**config.mk**
```make
export PLATFORM = sky130hd
export DESIGN_NAME = nine_bit_link_step_and_frame_queue
export DESIGN_NICKNAME = d
export VERILOG_FILES = /design/src/design/lsfq_pkg.sv /design/src/design/lsfq_mem.sv /design/src/design/lsfq_step.sv /design/src/design/lsfq_queue.sv /design/src/design/nine_bit_link_step_and_frame_queue.sv
export SDC_FILE = /design/constraint.sdc
export NUM_CORES = 1
export LEC_CHECK = 0
export BUFFER_PORTS_ARGS = -buffer_cell sky130_fd_sc_hd__clkbuf_2
export CAP_MARGIN = 20
export CORE_MARGIN = 5
export CORE_UTILIZATION = 62
export DETAILED_ROUTE_END_ITERATION = 6
export HOLD_SLACK_MARGIN = 0.03
export PLACE_DENSITY = 0.88
export SYNTH_ARGS = -nofsm -noshare
export SYNTH_HDL_FRONTEND = slang
export SYNTH_SLANG_ARGS = --single-unit
```
**constraint.sdc**
```tcl
create_clock -name clk -period 6.4 [get_ports clk]
set_clock_uncertainty 0.05 [all_clocks]
set_input_delay 0.64 -clock clk [delete_from_list [all_inputs] [get_ports clk]]
set_output_delay 0.64 -clock clk [all_outputs]
set_load 0.005 [all_outputs]
```
**src/design/lsfq_pkg.sv**
```systemverilog
// shared types and constants for the nine-bit link step and frame queue
// no dependencies; imported by every design file but lsfq_mem
package lsfq_pkg;

    localparam int QUEUE_SLOTS_DEF = 4;
    localparam int SLOT_BYTES_DEF  = 32;
    localparam int MAX_POP_BYTES   = 32;   // most bytes one pop returns
    localparam int LEN_OFFSET      = 2;    // position of the length byte in a frame
    localparam int LEN_EXTRA       = 4;    // header and trailer bytes around the body

    localparam int POSITION_W = 32;
    localparam int CFG_DATA_W = 32;
    localparam int CFG_ADDR_W = 3;

    // register map, index of each register
    localparam logic REG_NODE_NUMBER   = 1'b0;
    localparam logic REG_STREAM_ENABLE = 1'b1;

    // request kinds
    localparam logic ACTION_WORD = 1'b0;
    localparam logic ACTION_POP  = 1'b1;

    // node addresses that own a bit pair in a stream byte
    localparam logic [2:0] NODE_1 = 3'd1;
    localparam logic [2:0] NODE_2 = 3'd2;
    localparam logic [2:0] NODE_3 = 3'd3;
    localparam logic [2:0] NODE_4 = 3'd4;

    localparam logic [2:0] NODE_RESET = NODE_1;

    typedef struct packed {
        logic                  step_pulse;
        logic                  direction;
        logic                  direction_changed;
        logic [POSITION_W-1:0] position;
    } step_status_t;

    typedef struct packed {
        logic committed;
        logic dropped;
        logic empty;
    } cmd_status_t;

    typedef struct packed {
        logic       valid;
        logic       last;
        logic [7:0] pbyte;
    } pop_stage_t;

endpackage

```
**src/design/lsfq_mem.sv**
```systemverilog
// packet byte store: one write port, one read port, registered read data
// depends on nothing; used by lsfq_queue
module lsfq_mem #(
    parameter int DEPTH = 128,
    parameter int AW    = 7
) (
    input  logic          clk,
    input  logic          we,
    input  logic [AW-1:0] waddr,
    input  logic [7:0]    wdata,
    input  logic          re,
    input  logic [AW-1:0] raddr,
    output logic [7:0]    rdata
);

    logic [7:0] mem_reg [DEPTH];
    logic [7:0] rdata_reg;

    always_ff @(posedge clk)
    begin
        if (we)
        begin
            mem_reg[waddr] <= wdata;
        end
        // read data holds while no read is issued
        if (re)
        begin
            rdata_reg <= mem_reg[raddr];
        end
    end

    assign rdata = rdata_reg;

endmodule

```
**src/design/lsfq_step.sv**
```systemverilog
// step and direction decode with the wrapping step position
// depends on lsfq_pkg
module lsfq_step
    import lsfq_pkg::*;
(
    input  logic         clk,
    input  logic         rst_n,
    input  logic         upd,
    input  logic [2:0]   node_number,
    input  logic [7:0]   data_byte,
    output step_status_t cur,
    output step_status_t nxt
);

    logic                  dir_reg;
    logic                  dir_next;
    logic [POSITION_W-1:0] pos_reg;
    logic [POSITION_W-1:0] pos_next;
    logic                  step_req;

    // pick this node's bit pair, none for an unknown node
    always_comb
    begin
        case (node_number)
            NODE_1:  begin step_req = data_byte[0]; dir_next = data_byte[1]; end
            NODE_2:  begin step_req = data_byte[2]; dir_next = data_byte[3]; end
            NODE_3:  begin step_req = data_byte[4]; dir_next = data_byte[5]; end
            NODE_4:  begin step_req = data_byte[6]; dir_next = data_byte[7]; end
            default: begin step_req = 1'b0;         dir_next = 1'b0;         end
        endcase
    end

    always_comb
    begin
        if (!step_req)
        begin
            pos_next = pos_reg;
        end
        else if (dir_next)
        begin
            pos_next = pos_reg + POSITION_W'(1);
        end
        else
        begin
            pos_next = pos_reg - POSITION_W'(1);
        end
    end

    always_ff @(posedge clk or negedge rst_n)
    begin
        if (!rst_n)
        begin
            dir_reg <= 1'b0;
            pos_reg <= '0;
        end
        else if (upd)
        begin
            dir_reg <= dir_next;
            pos_reg <= pos_next;
        end
    end

    assign cur.step_pulse        = 1'b0;
    assign cur.direction         = dir_reg;
    assign cur.direction_changed = 1'b0;
    assign cur.position          = pos_reg;

    assign nxt.step_pulse        = step_req;
    assign nxt.direction         = dir_next;
    assign nxt.direction_changed = dir_next ^ dir_reg;
    assign nxt.position          = pos_next;

endmodule

```
**src/design/lsfq_queue.sv**
```systemverilog
// packet queue: frame assembly into the byte store, commit and pop read-out
// depends on lsfq_pkg and lsfq_mem
module lsfq_queue
    import lsfq_pkg::*;
#(
    parameter int QUEUE_SLOTS = QUEUE_SLOTS_DEF,
    parameter int SLOT_BYTES  = SLOT_BYTES_DEF
) (
    input  logic        clk,
    input  logic        rst_n,
    input  logic        accept,
    input  logic        action,
    input  logic        mark_bit,
    input  logic [7:0]  data_byte,
    input  logic        out_free,
    output cmd_status_t cmd,
    output pop_stage_t  pop,
    output logic        busy
);

    localparam int DEPTH   = QUEUE_SLOTS * SLOT_BYTES;
    localparam int AW      = $clog2(DEPTH);
    localparam int SLOT_W  = $clog2(QUEUE_SLOTS);
    localparam int CNT_W   = $clog2(SLOT_BYTES + 1);
    localparam int POP_MAX = (SLOT_BYTES < MAX_POP_BYTES) ? SLOT_BYTES : MAX_POP_BYTES;
    localparam int POP_W   = $clog2(POP_MAX + 1);
    localparam int CMP_W   = 9;

    logic [SLOT_W-1:0] write_slot_reg;
    logic [SLOT_W-1:0] read_slot_reg;
    logic              in_frame_reg;
    logic [CNT_W-1:0]  byte_count_reg;
    logic [7:0]        len_byte_reg;
    logic [CNT_W-1:0]  lengths_reg [QUEUE_SLOTS];

    logic              pop_active_reg;
    logic [AW-1:0]     pop_addr_reg;
    logic [POP_W-1:0]  pop_left_reg;
    logic              s1_valid_reg;
    logic              s1_last_reg;

    logic [SLOT_W-1:0] write_slot_inc;
    logic [SLOT_W-1:0] read_slot_inc;
    logic              full;
    logic              empty;
    logic [CNT_W-1:0]  cnt_base;
    logic              store;
    logic [CNT_W-1:0]  cnt_new;
    logic [7:0]        len_now;
    logic              commit;
    logic              cmd_acc;
    logic              stream_acc;
    logic              pop_acc;
    logic [CNT_W-1:0]  len_sel;
    logic [POP_W-1:0]  pop_len;
    logic              s1_move;
    logic              issue;
    logic              mem_we;
    logic [AW-1:0]     mem_waddr;
    logic [7:0]        mem_rdata;

    assign write_slot_inc = (write_slot_reg == SLOT_W'(QUEUE_SLOTS - 1)) ?
                            '0 : write_slot_reg + SLOT_W'(1);
    assign read_slot_inc  = (read_slot_reg == SLOT_W'(QUEUE_SLOTS - 1)) ?
                            '0 : read_slot_reg + SLOT_W'(1);
    assign full  = (write_slot_inc == read_slot_reg);
    assign empty = (write_slot_reg == read_slot_reg);

    // frame assembly for a command byte
    assign cnt_base = in_frame_reg ? byte_count_reg : '0;
    assign store    = (cnt_base < CNT_W'(SLOT_BYTES));
    assign cnt_new  = store ? cnt_base + CNT_W'(1) : cnt_base;
    assign len_now  = (store && (cnt_base == CNT_W'(LEN_OFFSET))) ? data_byte : len_byte_reg;
    assign commit   = (cnt_new >= CNT_W'(LEN_EXTRA)) &&
                      (CMP_W'(cnt_new) == CMP_W'(len_now) + CMP_W'(LEN_EXTRA));

    assign cmd_acc    = accept && (action == ACTION_WORD) && mark_bit && !full;
    assign stream_acc = accept && (action == ACTION_WORD) && !mark_bit;
    assign pop_acc    = accept && (action == ACTION_POP) && !empty;

    assign mem_we    = cmd_acc && store;
    assign mem_waddr = AW'(write_slot_reg) * AW'(SLOT_BYTES) + AW'(cnt_base);

    // read-out length, clipped to what one pop returns
    assign len_sel = lengths_reg[read_slot_reg];
    assign pop_len = (len_sel > CNT_W'(POP_MAX)) ? POP_W'(POP_MAX) : POP_W'(len_sel);

    // read pipeline: issue, then read data waits in the store's output register
    assign s1_move = s1_valid_reg && out_free;
    assign issue   = pop_active_reg && (!s1_valid_reg || s1_move);

    lsfq_mem #(
        .DEPTH (DEPTH),
        .AW    (AW)
    ) u_mem (
        .clk   (clk),
        .we    (mem_we),
        .waddr (mem_waddr),
        .wdata (data_byte),
        .re    (issue),
        .raddr (pop_addr_reg),
        .rdata (mem_rdata)
    );

    always_ff @(posedge clk or negedge rst_n)
    begin
        if (!rst_n)
        begin
            write_slot_reg <= '0;
            read_slot_reg  <= '0;
            in_frame_reg   <= 1'b0;
            byte_count_reg <= '0;
            pop_active_reg <= 1'b0;
            s1_valid_reg   <= 1'b0;
        end
        else
        begin
            if (cmd_acc)
            begin
                if (commit)
                begin
                    write_slot_reg <= write_slot_inc;
                    in_frame_reg   <= 1'b0;
                end
                else
                begin
                    in_frame_reg <= 1'b1;
                end
                byte_count_reg <= cnt_new;
            end
            else if (stream_acc)
            begin
                in_frame_reg <= 1'b0;
            end

            if (pop_acc)
            begin
                read_slot_reg  <= read_slot_inc;
                pop_active_reg <= 1'b1;
            end
            else if (issue && (pop_left_reg == POP_W'(1)))
            begin
                pop_active_reg <= 1'b0;
            end

            if (issue)
            begin
                s1_valid_reg <= 1'b1;
            end
            else if (s1_move)
            begin
                s1_valid_reg <= 1'b0;
            end
        end
    end

    // payload registers
    always_ff @(posedge clk)
    begin
        if (cmd_acc)
        begin
            len_byte_reg <= len_now;
            if (commit)
            begin
                lengths_reg[write_slot_reg] <= cnt_new;
            end
        end
        if (pop_acc)
        begin
            pop_addr_reg <= AW'(read_slot_reg) * AW'(SLOT_BYTES);
            pop_left_reg <= pop_len;
        end
        else if (issue)
        begin
            pop_addr_reg <= pop_addr_reg + AW'(1);
            pop_left_reg <= pop_left_reg - POP_W'(1);
        end
        if (issue)
        begin
            s1_last_reg <= (pop_left_reg == POP_W'(1));
        end
    end

    assign cmd.committed = commit;
    assign cmd.dropped   = full;
    assign cmd.empty     = empty;

    assign pop.valid = s1_valid_reg;
    assign pop.last  = s1_last_reg;
    assign pop.pbyte = mem_rdata;

    assign busy = pop_active_reg || s1_valid_reg;

endmodule

```
**src/design/nine_bit_link_step_and_frame_queue.sv**
```systemverilog
// top level of the nine-bit link node: step decode, packet queue, result register
// depends on lsfq_pkg, lsfq_step, lsfq_queue (and through it lsfq_mem)
//
//  channel  handshake              payload
//  -------  ---------------------  ------------------------------------------------
//  in       in_valid / in_stall    action, mark_bit, data_byte
//  out      out_valid / out_stall  step_pulse, direction, direction_changed,
//                                  position, packet_committed, byte_dropped,
//                                  packet_byte, packet_valid, queue_empty, last
//  cfg      apb psel / penable     paddr, pwdata, prdata, pready (always high)
//
// a link word or a pop on an empty queue gives a single result, in the result register
// after the accepting edge; the next request may follow at once if the result is taken
// a pop of n bytes streams one byte per cycle unless stalled, via the store's read port
// and result register; the next request waits for the last byte to leave the read stage
// reset clears the slot pointers, frame state, direction and position; the byte store
// and length table are not cleared, only committed slots are ever read
// a stalled result holds in the result register and stalls the read stage and the input
module nine_bit_link_step_and_frame_queue
    import lsfq_pkg::*;
#(
    parameter int QUEUE_SLOTS = QUEUE_SLOTS_DEF,
    parameter int SLOT_BYTES  = SLOT_BYTES_DEF
) (
    input  logic                         clk,
    input  logic                         rst_n,

    // configuration port
    input  logic                         psel,
    input  logic                         penable,
    input  logic                         pwrite,
    input  logic [CFG_ADDR_W-1:0]        paddr,
    input  logic [CFG_DATA_W-1:0]        pwdata,
    output logic [CFG_DATA_W-1:0]        prdata,
    output logic                         pready,

    // request channel
    input  logic                         in_valid,
    output logic                         in_stall,
    input  logic                         action,
    input  logic                         mark_bit,
    input  logic [7:0]                   data_byte,

    // result channel
    output logic                         out_valid,
    input  logic                         out_stall,
    output logic                         step_pulse,
    output logic                         direction,
    output logic                         direction_changed,
    output logic signed [POSITION_W-1:0] position,
    output logic                         packet_committed,
    output logic                         byte_dropped,
    output logic [7:0]                   packet_byte,
    output logic                         packet_valid,
    output logic                         queue_empty,
    output logic                         last
);

    // configuration registers
    logic [2:0]   node_number_reg;
    logic         stream_enable_reg;
    logic         cfg_write;

    // result register
    logic                  out_valid_reg;
    logic                  out_valid_next;
    logic                  step_pulse_reg;
    logic                  direction_reg;
    logic                  direction_changed_reg;
    logic [POSITION_W-1:0] position_reg;
    logic                  packet_committed_reg;
    logic                  byte_dropped_reg;
    logic [7:0]            packet_byte_reg;
    logic                  packet_valid_reg;
    logic                  queue_empty_reg;
    logic                  last_reg;

    logic         out_free;
    logic         accept;
    logic         is_pop;
    logic         is_cmd;
    logic         is_stream;
    logic         stream_live;
    logic         load_item;
    logic         load_pop;
    logic         busy;
    step_status_t step_cur;
    step_status_t step_nxt;
    step_status_t step_sel;
    cmd_status_t  cmd;
    pop_stage_t   pop;

    // ---------------------------------------------------------------------
    // configuration: two registers, one per word, selected by paddr[2]
    // ---------------------------------------------------------------------
    assign pready    = 1'b1;
    assign cfg_write = psel && penable && pwrite && pready;

    always_ff @(posedge clk or negedge rst_n)
    begin
        if (!rst_n)
        begin
            node_number_reg   <= NODE_RESET;
            stream_enable_reg <= 1'b0;
        end
        else if (cfg_write)
        begin
            case (paddr[2])
                REG_NODE_NUMBER:   node_number_reg   <= pwdata[2:0];
                REG_STREAM_ENABLE: stream_enable_reg <= pwdata[0];
                default:           node_number_reg   <= node_number_reg;
            endcase
        end
    end

    always_comb
    begin
        case (paddr[2])
            REG_NODE_NUMBER:   prdata = CFG_DATA_W'(node_number_reg);
            REG_STREAM_ENABLE: prdata = CFG_DATA_W'(stream_enable_reg);
            default:           prdata = '0;
        endcase
    end

    // ---------------------------------------------------------------------
    // request decode and flow control
    // ---------------------------------------------------------------------
    // result register frees when empty or being taken this cycle
    assign out_free = !out_valid_reg || !out_stall;
    assign in_stall = busy || !out_free;
    assign accept   = in_valid && !in_stall;

    assign is_pop      = (action == ACTION_POP);
    assign is_cmd      = !is_pop && mark_bit;
    assign is_stream   = !is_pop && !mark_bit;
    assign stream_live = is_stream && stream_enable_reg;

    // ---------------------------------------------------------------------
    // step and direction tracking
    // ---------------------------------------------------------------------
    lsfq_step u_step (
        .clk         (clk),
        .rst_n       (rst_n),
        .upd         (accept && stream_live),
        .node_number (node_number_reg),
        .data_byte   (data_byte),
        .cur         (step_cur),
        .nxt         (step_nxt)
    );

    // ---------------------------------------------------------------------
    // packet queue with the byte store
    // ---------------------------------------------------------------------
    lsfq_queue #(
        .QUEUE_SLOTS (QUEUE_SLOTS),
        .SLOT_BYTES  (SLOT_BYTES)
    ) u_queue (
        .clk       (clk),
        .rst_n     (rst_n),
        .accept    (accept),
        .action    (action),
        .mark_bit  (mark_bit),
        .data_byte (data_byte),
        .out_free  (out_free),
        .cmd       (cmd),
        .pop       (pop),
        .busy      (busy)
    );

    // ---------------------------------------------------------------------
    // result register
    // ---------------------------------------------------------------------
    // a pop on a non-empty queue gives nothing at once, its bytes follow
    assign load_item = accept && !(is_pop && !cmd.empty);
    assign load_pop  = pop.valid && out_free;

    assign step_sel = stream_live ? step_nxt : step_cur;

    always_comb
    begin
        if (load_item || load_pop)
        begin
            out_valid_next = 1'b1;
        end
        else if (out_free)
        begin
            out_valid_next = 1'b0;
        end
        else
        begin
            out_valid_next = out_valid_reg;
        end
    end

    always_ff @(posedge clk or negedge rst_n)
    begin
        if (!rst_n)
        begin
            out_valid_reg <= 1'b0;
        end
        else
        begin
            out_valid_reg <= out_valid_next;
        end
    end

    always_ff @(posedge clk)
    begin
        if (load_item)
        begin
            step_pulse_reg        <= step_sel.step_pulse;
            direction_reg         <= step_sel.direction;
            direction_changed_reg <= step_sel.direction_changed;
            position_reg          <= step_sel.position;
            packet_committed_reg  <= is_cmd && !cmd.dropped && cmd.committed;
            byte_dropped_reg      <= is_cmd && cmd.dropped;
            packet_byte_reg       <= '0;
            packet_valid_reg      <= 1'b0;
            queue_empty_reg       <= is_pop && cmd.empty;
            last_reg              <= 1'b1;
        end
        else if (load_pop)
        begin
            step_pulse_reg        <= 1'b0;
            direction_reg         <= step_cur.direction;
            direction_changed_reg <= 1'b0;
            position_reg          <= step_cur.position;
            packet_committed_reg  <= 1'b0;
            byte_dropped_reg      <= 1'b0;
            packet_byte_reg       <= pop.pbyte;
            packet_valid_reg      <= 1'b1;
            queue_empty_reg       <= 1'b0;
            last_reg              <= pop.last;
        end
    end

    assign out_valid         = out_valid_reg;
    assign step_pulse        = step_pulse_reg;
    assign direction         = direction_reg;
    assign direction_changed = direction_changed_reg;
    assign position          = signed'(position_reg);
    assign packet_committed  = packet_committed_reg;
    assign byte_dropped      = byte_dropped_reg;
    assign packet_byte       = packet_byte_reg;
    assign packet_valid      = packet_valid_reg;
    assign queue_empty       = queue_empty_reg;
    assign last              = last_reg;

endmodule

```
==> results of run 1 <==
-- final cells by class --
type | instances | area share [%]
Clock buffer | 131 | 5.44
Clock inverter | 76 | 1.98
Inverter | 21 | 0.148
Multi-Input combinational cell | 1104 | 22.9
Sequential cell | 1177 | 65.7
Tap cell | 1030 | 2.42
Timing Repair Buffer | 107 | 1.41
-- power breakdown --
group	internal (uW)	total [uW]	switching, uW
registers	8900	9250	351
clock network	4180	7210	3030
logic	3040	6920	3880
-- per-stage QoR --
step	total power, uW	std cells
2_1_floorplan	13900	2454
3_5_place_dp	15900	3435
4_1_cts	23200	3642
3_3_place_gp	15600	3435
6_report	23400	3646
5_1_grt	24200	3646
-- synthesized netlist by cell type (9+ instances only) --
library cell     n  area [sq um]
a21o_1          19           143
a21oi_1         49           245
a221oi_1         9          78.8
and2_1           9          56.3
and3_1           9          56.3
buf_1           19          71.3
buf_2           29           145
buf_4           30           225
clkbuf_1        73           274
dfrtp_1         50          1250
dfxtp_1         15           300
edfxtp_1      1111         33400
ha_1            43           538
inv_1           21          78.8
mux2_2          17           191
mux2i_1         22           220
mux4_2         334          7520
nand2_1        113           424
nand3_1         26           130
nand3b_1        15           113
nor2_1         179           672
nor3_1           9          45.0
o21ai_0         72           360
xnor2_1         27           236
xor2_1          26           228
-- metal layers --
metal	routed length (microns)	vias up	GRT usage, %
met3	14700	457	6.52
li1	-	10000	-
met1	40900	13300	40.5
met5	57	-	0
met2	63700	2419	51.4
met4	7340	8	14.1
-- cell usage in the layout (no fill, tap or decap), types with 6 or more instances in the layout --
cell type / n
ha_1: 43
nand4_1: 7
a211oi_1: 8
o211ai_1: 7
a21oi_1: 48
a21o_1: 19
nand2_1: 113
dfrtp_1: 50
xnor2_1: 27
buf_4: 35
mux4_2: 334
clkbuf_16: 112
nor2_1: 179
and2_1: 9
clkbuf_1: 17
nand3_1: 24
mux2i_1: 22
bufinv_16: 23
o21ai_0: 72
clkinvlp_4: 8
clkbuf_2: 65
dfxtp_1: 11
xor2_1: 26
inv_1: 21
nor3_1: 9
conb_1: 30
clkinv_2: 29
edfxtp_1: 1111
a221oi_1: 9
clkinv_1: 7
a31oi_1: 6
nor2b_1: 6
nand3b_1: 15
mux2_2: 17
and3_1: 9
-- logic make-up after synthesis --
kind of cell	synth area share [%]
compound gates	2.63
xor+xnor	0.971
fa+ha+maj	1.17
buf+inv	1.69
flops	73.1
mux	16.7
other cells	0.0157
simple gates	3.74
-- worst max path at each step --
stage | cells after the start | slack [ps] | startpoint | endpoint
2_1_floorplan | 13 | 1560 | data_byte[5] | position[18]
6_report | 11 | 1580 | u_queue.write_slot_reg[1] | u_queue.u_mem.mem_reg[37][2]
3_3_place_gp | 14 | 1460 | data_byte[3] | position[31]
5_1_grt | 13 | 1240 | node_number_reg[0] | position[18]
3_5_place_dp | 14 | 1340 | data_byte[3] | position[31]
4_1_cts | 13 | 1700 | node_number_reg[0] | position[31]
==> results.toml, run 1 <==
[detailed_routing]
first_iter_violations = 4092
drc = 0
viasPerCell = 7.20
first_pass_iters = 7
wl_mm = 127
wire_per_inst_microns = 34.8
route.antenna.remaining_nets = 0
vias = 26200

[timing]
finalSetupViolCount = 0
max-slew-margin-rel_pct = 23.4
setup_ws_ps = 1580
hold_violations = 0
worstMarginPinSlew_ps = 1150
finalCritPeriodShare_pct = 75.3
period_needed_ps = 4820
fin_tns_setup_ps = 0
final_max_slew_viol_count = 0
whs_ps = 40.4
fmax_mhz = 208
rsz0062_at_grt = "no"

[global_routing]
grt_pass1_wl_mm = 186
grt_max_degree = 145
first_global_vias = 26500
grt_antenna_before_repair = 4
grt_overflow = 0
grt_util_all_layers_pct = 31.1

[die]
core_area_sq_um = 76200
rows = 101
fp.dieW_microns = 288
die_h_microns = 288
die_area_sq_um = 82700
start_util_pct = 62.7
num_io_pins = 135

[worst_hold_path]
hold_class = "in -> async"

[setup_path]
cpLargestDelayFamily = "simple AND/OR/NAND/NOR gates"
critPathMaxStageDelay_ps = 760
crit_buf_inv = 3
end_kind = "flip-flop"
timing.rr.end = "u_queue.u_mem.mem_reg[37][2]"
slowest_stage = "nand3b_1"
worstPathArrival_ps = 5080
ff2ff_setup_slack_ps = 1580
worstSetupPathType = "reg -> reg"
crit_chain = "inv_1 > ha_1 > xnor2_1 > nand2_1 > and3_1 > buf_4 > nand2_1 > nor2_1 > nand3b_1 > buf_4 > nor2_1"
worstReg2RegStart = "u_queue.write_slot_reg[1]"
cp_data_required_time_ps = 6660
startpoint_type = "flip-flop"
worst-path-max-fanout = 20
ff2ff_path_depth = 11

[logic_synthesis]
ys_async_sr_fraction_pct = 4.33
netlist_instances = 2426
syn_area_sq_um = 47800
ys.warnings.count = 0
synth_seq_cells = 1177
synthDistinctLibCells = 60
ys.flop_type = "edfxtp_1"
avgSynthCellArea_sq_um = 19.7
ys_seq_area_share_pct = 73.1
synth_edf_count = 1111

[status]
status = "finished, final reports clean"

[place]
portBuffers = 73
place.gp.congestion = 0.930
place_hpwl_mm = 67.4
pre_cts_ws_ps = 1340
placed_area_sq_um = 49200

[finish]
seqCellArea_sq_um = 35000
nNetsFinal = 2616
drive_gt1_share_pct = 25.3
multi_input_area_sq_um = 12200
stdcell_area_sq_um = 53200
diodes = 0
largest_reg_flops = 1024
area_growth_pct = 11.3
fin_util_pct = 69.8
fill_cells = 4107

[clocking]
cts_buffer_depth = 3
cts-resized-gates = 0
clock-root-buffer = "clkbuf_16"
clk_pin_slew_ps = 70
cts_buffers = 109
cts_tree = "done"
cts_hold_buf = 0
postCtsSetupBuffers = 0
htreeDepth = 3
clock-sinks = 1177
worstSkewPairLatency_ps = 700

[pwr]
power.density_nw_per_um2 = 440
vdd_drop_max_mv = 0.352
p_leak_uw = 0.0173

[run]
drv_cap = 0
(Power assumes the default switching activity.)
==> inputs of run 2 (changes only) <==
Clock period 6.4 ns to 4.8 ns, I/O delays scaled along.
==> run 2 against run 1 <==
  * Via count increased by 0.24%
  * Register-to-register slack got worse by 970 ps
  * The flow now finishes with violations (design-rule violations)
  * Combinational power increased by 31%
  * Sequential cell count unchanged
==> results.toml, run 2 (synthesis results as in run 1) <==
[global_routing]
grt_pass1_wl_mm = 186
grt_max_degree = 97
grt_overflow = 0
first_global_vias = 26600
grt_antenna_before_repair = 6
grt_util_all_layers_pct = 31.2

[finish]
area_growth_pct = 11.0
final_cell_mix = "edfxtp_1, mux4_2, nor2_1"
seqCellArea_sq_um = 35000
stdcell_area_sq_um = 53100
multi_input_area_sq_um = 12200
nNetsFinal = 2642
final_common_cell = "edfxtp_1"
largest_reg_flops = 1024
drive_gt1_share_pct = 24.7
fill_cells = 4130

[timing]
max-slew-margin-rel_pct = 21.6
fin_tns_setup_ps = 0
fmax_mhz = 236
hold_violations = 0
rsz0062_at_grt = "no"
finalCritPeriodShare_pct = 88.4
final_max_slew_viol_count = 0
period_needed_ps = 4240
finalSetupViolCount = 0
worstMarginPinSlew_ps = 1180

[clocking]
worstSkewPairLatency_ps = 680
postCtsSetupBuffers = 0
cts_tree = "done"
htreeDepth = 3
cts_buffers = 110
cts_hold_buf = 5
cts-resized-gates = 0
clock-sinks = 1177
clock-root-buffer = "clkbuf_16"
cts_buffer_depth = 3
clk_pin_slew_ps = 60

[setup_path]
worstSetupPathType = "in -> reg"
cp_data_required_time_ps = 5060
worstPathArrival_ps = 4500
slowest_stage = "or4b_2"
crit_chain = "dlygate4sd3_1 > clkbuf_2 > a211oi_1 > nand2_1 > nor2_1 > and3_1 > nand3b_1 > or4b_2 > nor2_1"
worst-path-max-fanout = 16
end_kind = "flip-flop"
critPathMaxStageDelay_ps = 1110
cp_common_cell = "nor2_1"
startpoint_type = "input port"

[place]
placed_area_sq_um = 49300
place_hpwl_mm = 69.3
place.gp.congestion = 0.894
portBuffers = 73

[run]
drv_cap = 0

[status]
violations = "design-rule violations"
status = "finished with violations"

[die]
rows = 101
die_h_microns = 288
num_io_pins = 135
fp.dieW_microns = 288
start_util_pct = 62.7
die_area_sq_um = 82700
core_area_sq_um = 76200

[detailed_routing]
wl_mm = 128
first_pass_iters = 7
first_iter_violations = 4236
wire_per_inst_microns = 34.7
vias = 26300
route.antenna.remaining_nets = 0
viasPerCell = 7.16
drc = 2

[pwr]
p_leak_uw = 0.0172
power.density_nw_per_um2 = 578
vdd_drop_max_mv = 0.442

[worst_hold_path]
hold_class = "in -> reg"
==> run 2: cell types whose count changed in the layout (fill, tap and decap cells not counted), sizes merged <==
cell         delta
buf            +20
bufinv          -9
clkbuf         +16
clkinv          -7
clkinvlp        -3
diode           +2
dlygate4sd3     +5
inv             +2
==> run 2: metrics by stage <==
stage	power, uW	hold slack, ps	util [%]	setup WS [ps]	cells
after CTS	30500	111	69.6	296	3668
after floorplan	18600	134	-	684	2454
after global placement	20800	393	64.7	800	3457
final	30700	136	69.6	558	3672
after global routing	31700	131	69.6	362	3671
after detailed placement	21200	409	64.7	558	3457
==> run 2: worst paths after layout <==
check,from,to,slack [ps],depth (start not counted)
max,out_stall,u_queue.u_mem.mem_reg[60][0],560,9
min,pwrite,stream_enable_reg,140,3
max reg2reg,u_queue.write_slot_reg[0],u_queue.u_mem.mem_reg[60][0],610,8
min reg2reg,packet_byte[0],packet_byte[0],410,2
max in group asynchronous,rst_n,u_step.pos_reg[16],3720,3
min in group asynchronous,rst_n,stream_enable_reg,470,3
==> run 2: power by group <==
part / leakage [uW] / total, uW / internal (uW) / switching, uW
Sequential: 0.0108 / 12500 / 11900 / 619
Combinational: 0.00462 / 9080 / 4040 / 5040
Clock: 0.00177 / 9080 / 5070 / 4010
==> run 2: cell type report <==
class                      count  share of cell area (%)
clock inverter                59                    1.42
tap                         1030                    2.43
sequential                  1177                    65.9
clock buffer                 147                    5.51
inverter                      21                   0.149
timing repair buffer         132                    1.69
multi-input combinational   1104                    22.9
antenna                        2                 0.00943
==> run 2: layer usage <==
metal	global-route usage, %	up-vias	wire, microns	part of all wire (%)
met5	0.0595	-	24	0.019
met3	7.34	514	14900	12
li1	-	10100	-	-
met4	15.8	4	8390	6.6
met1	40.2	13400	41400	32
met2	50.7	2364	62900	49
==> run 2: critical path: cells and delay by family <==
kind	cells	cell delay, ps
AOI/OAI and AO/OA	1	400
and+or+nand+nor	6	2950
buffers and inverters	2	670
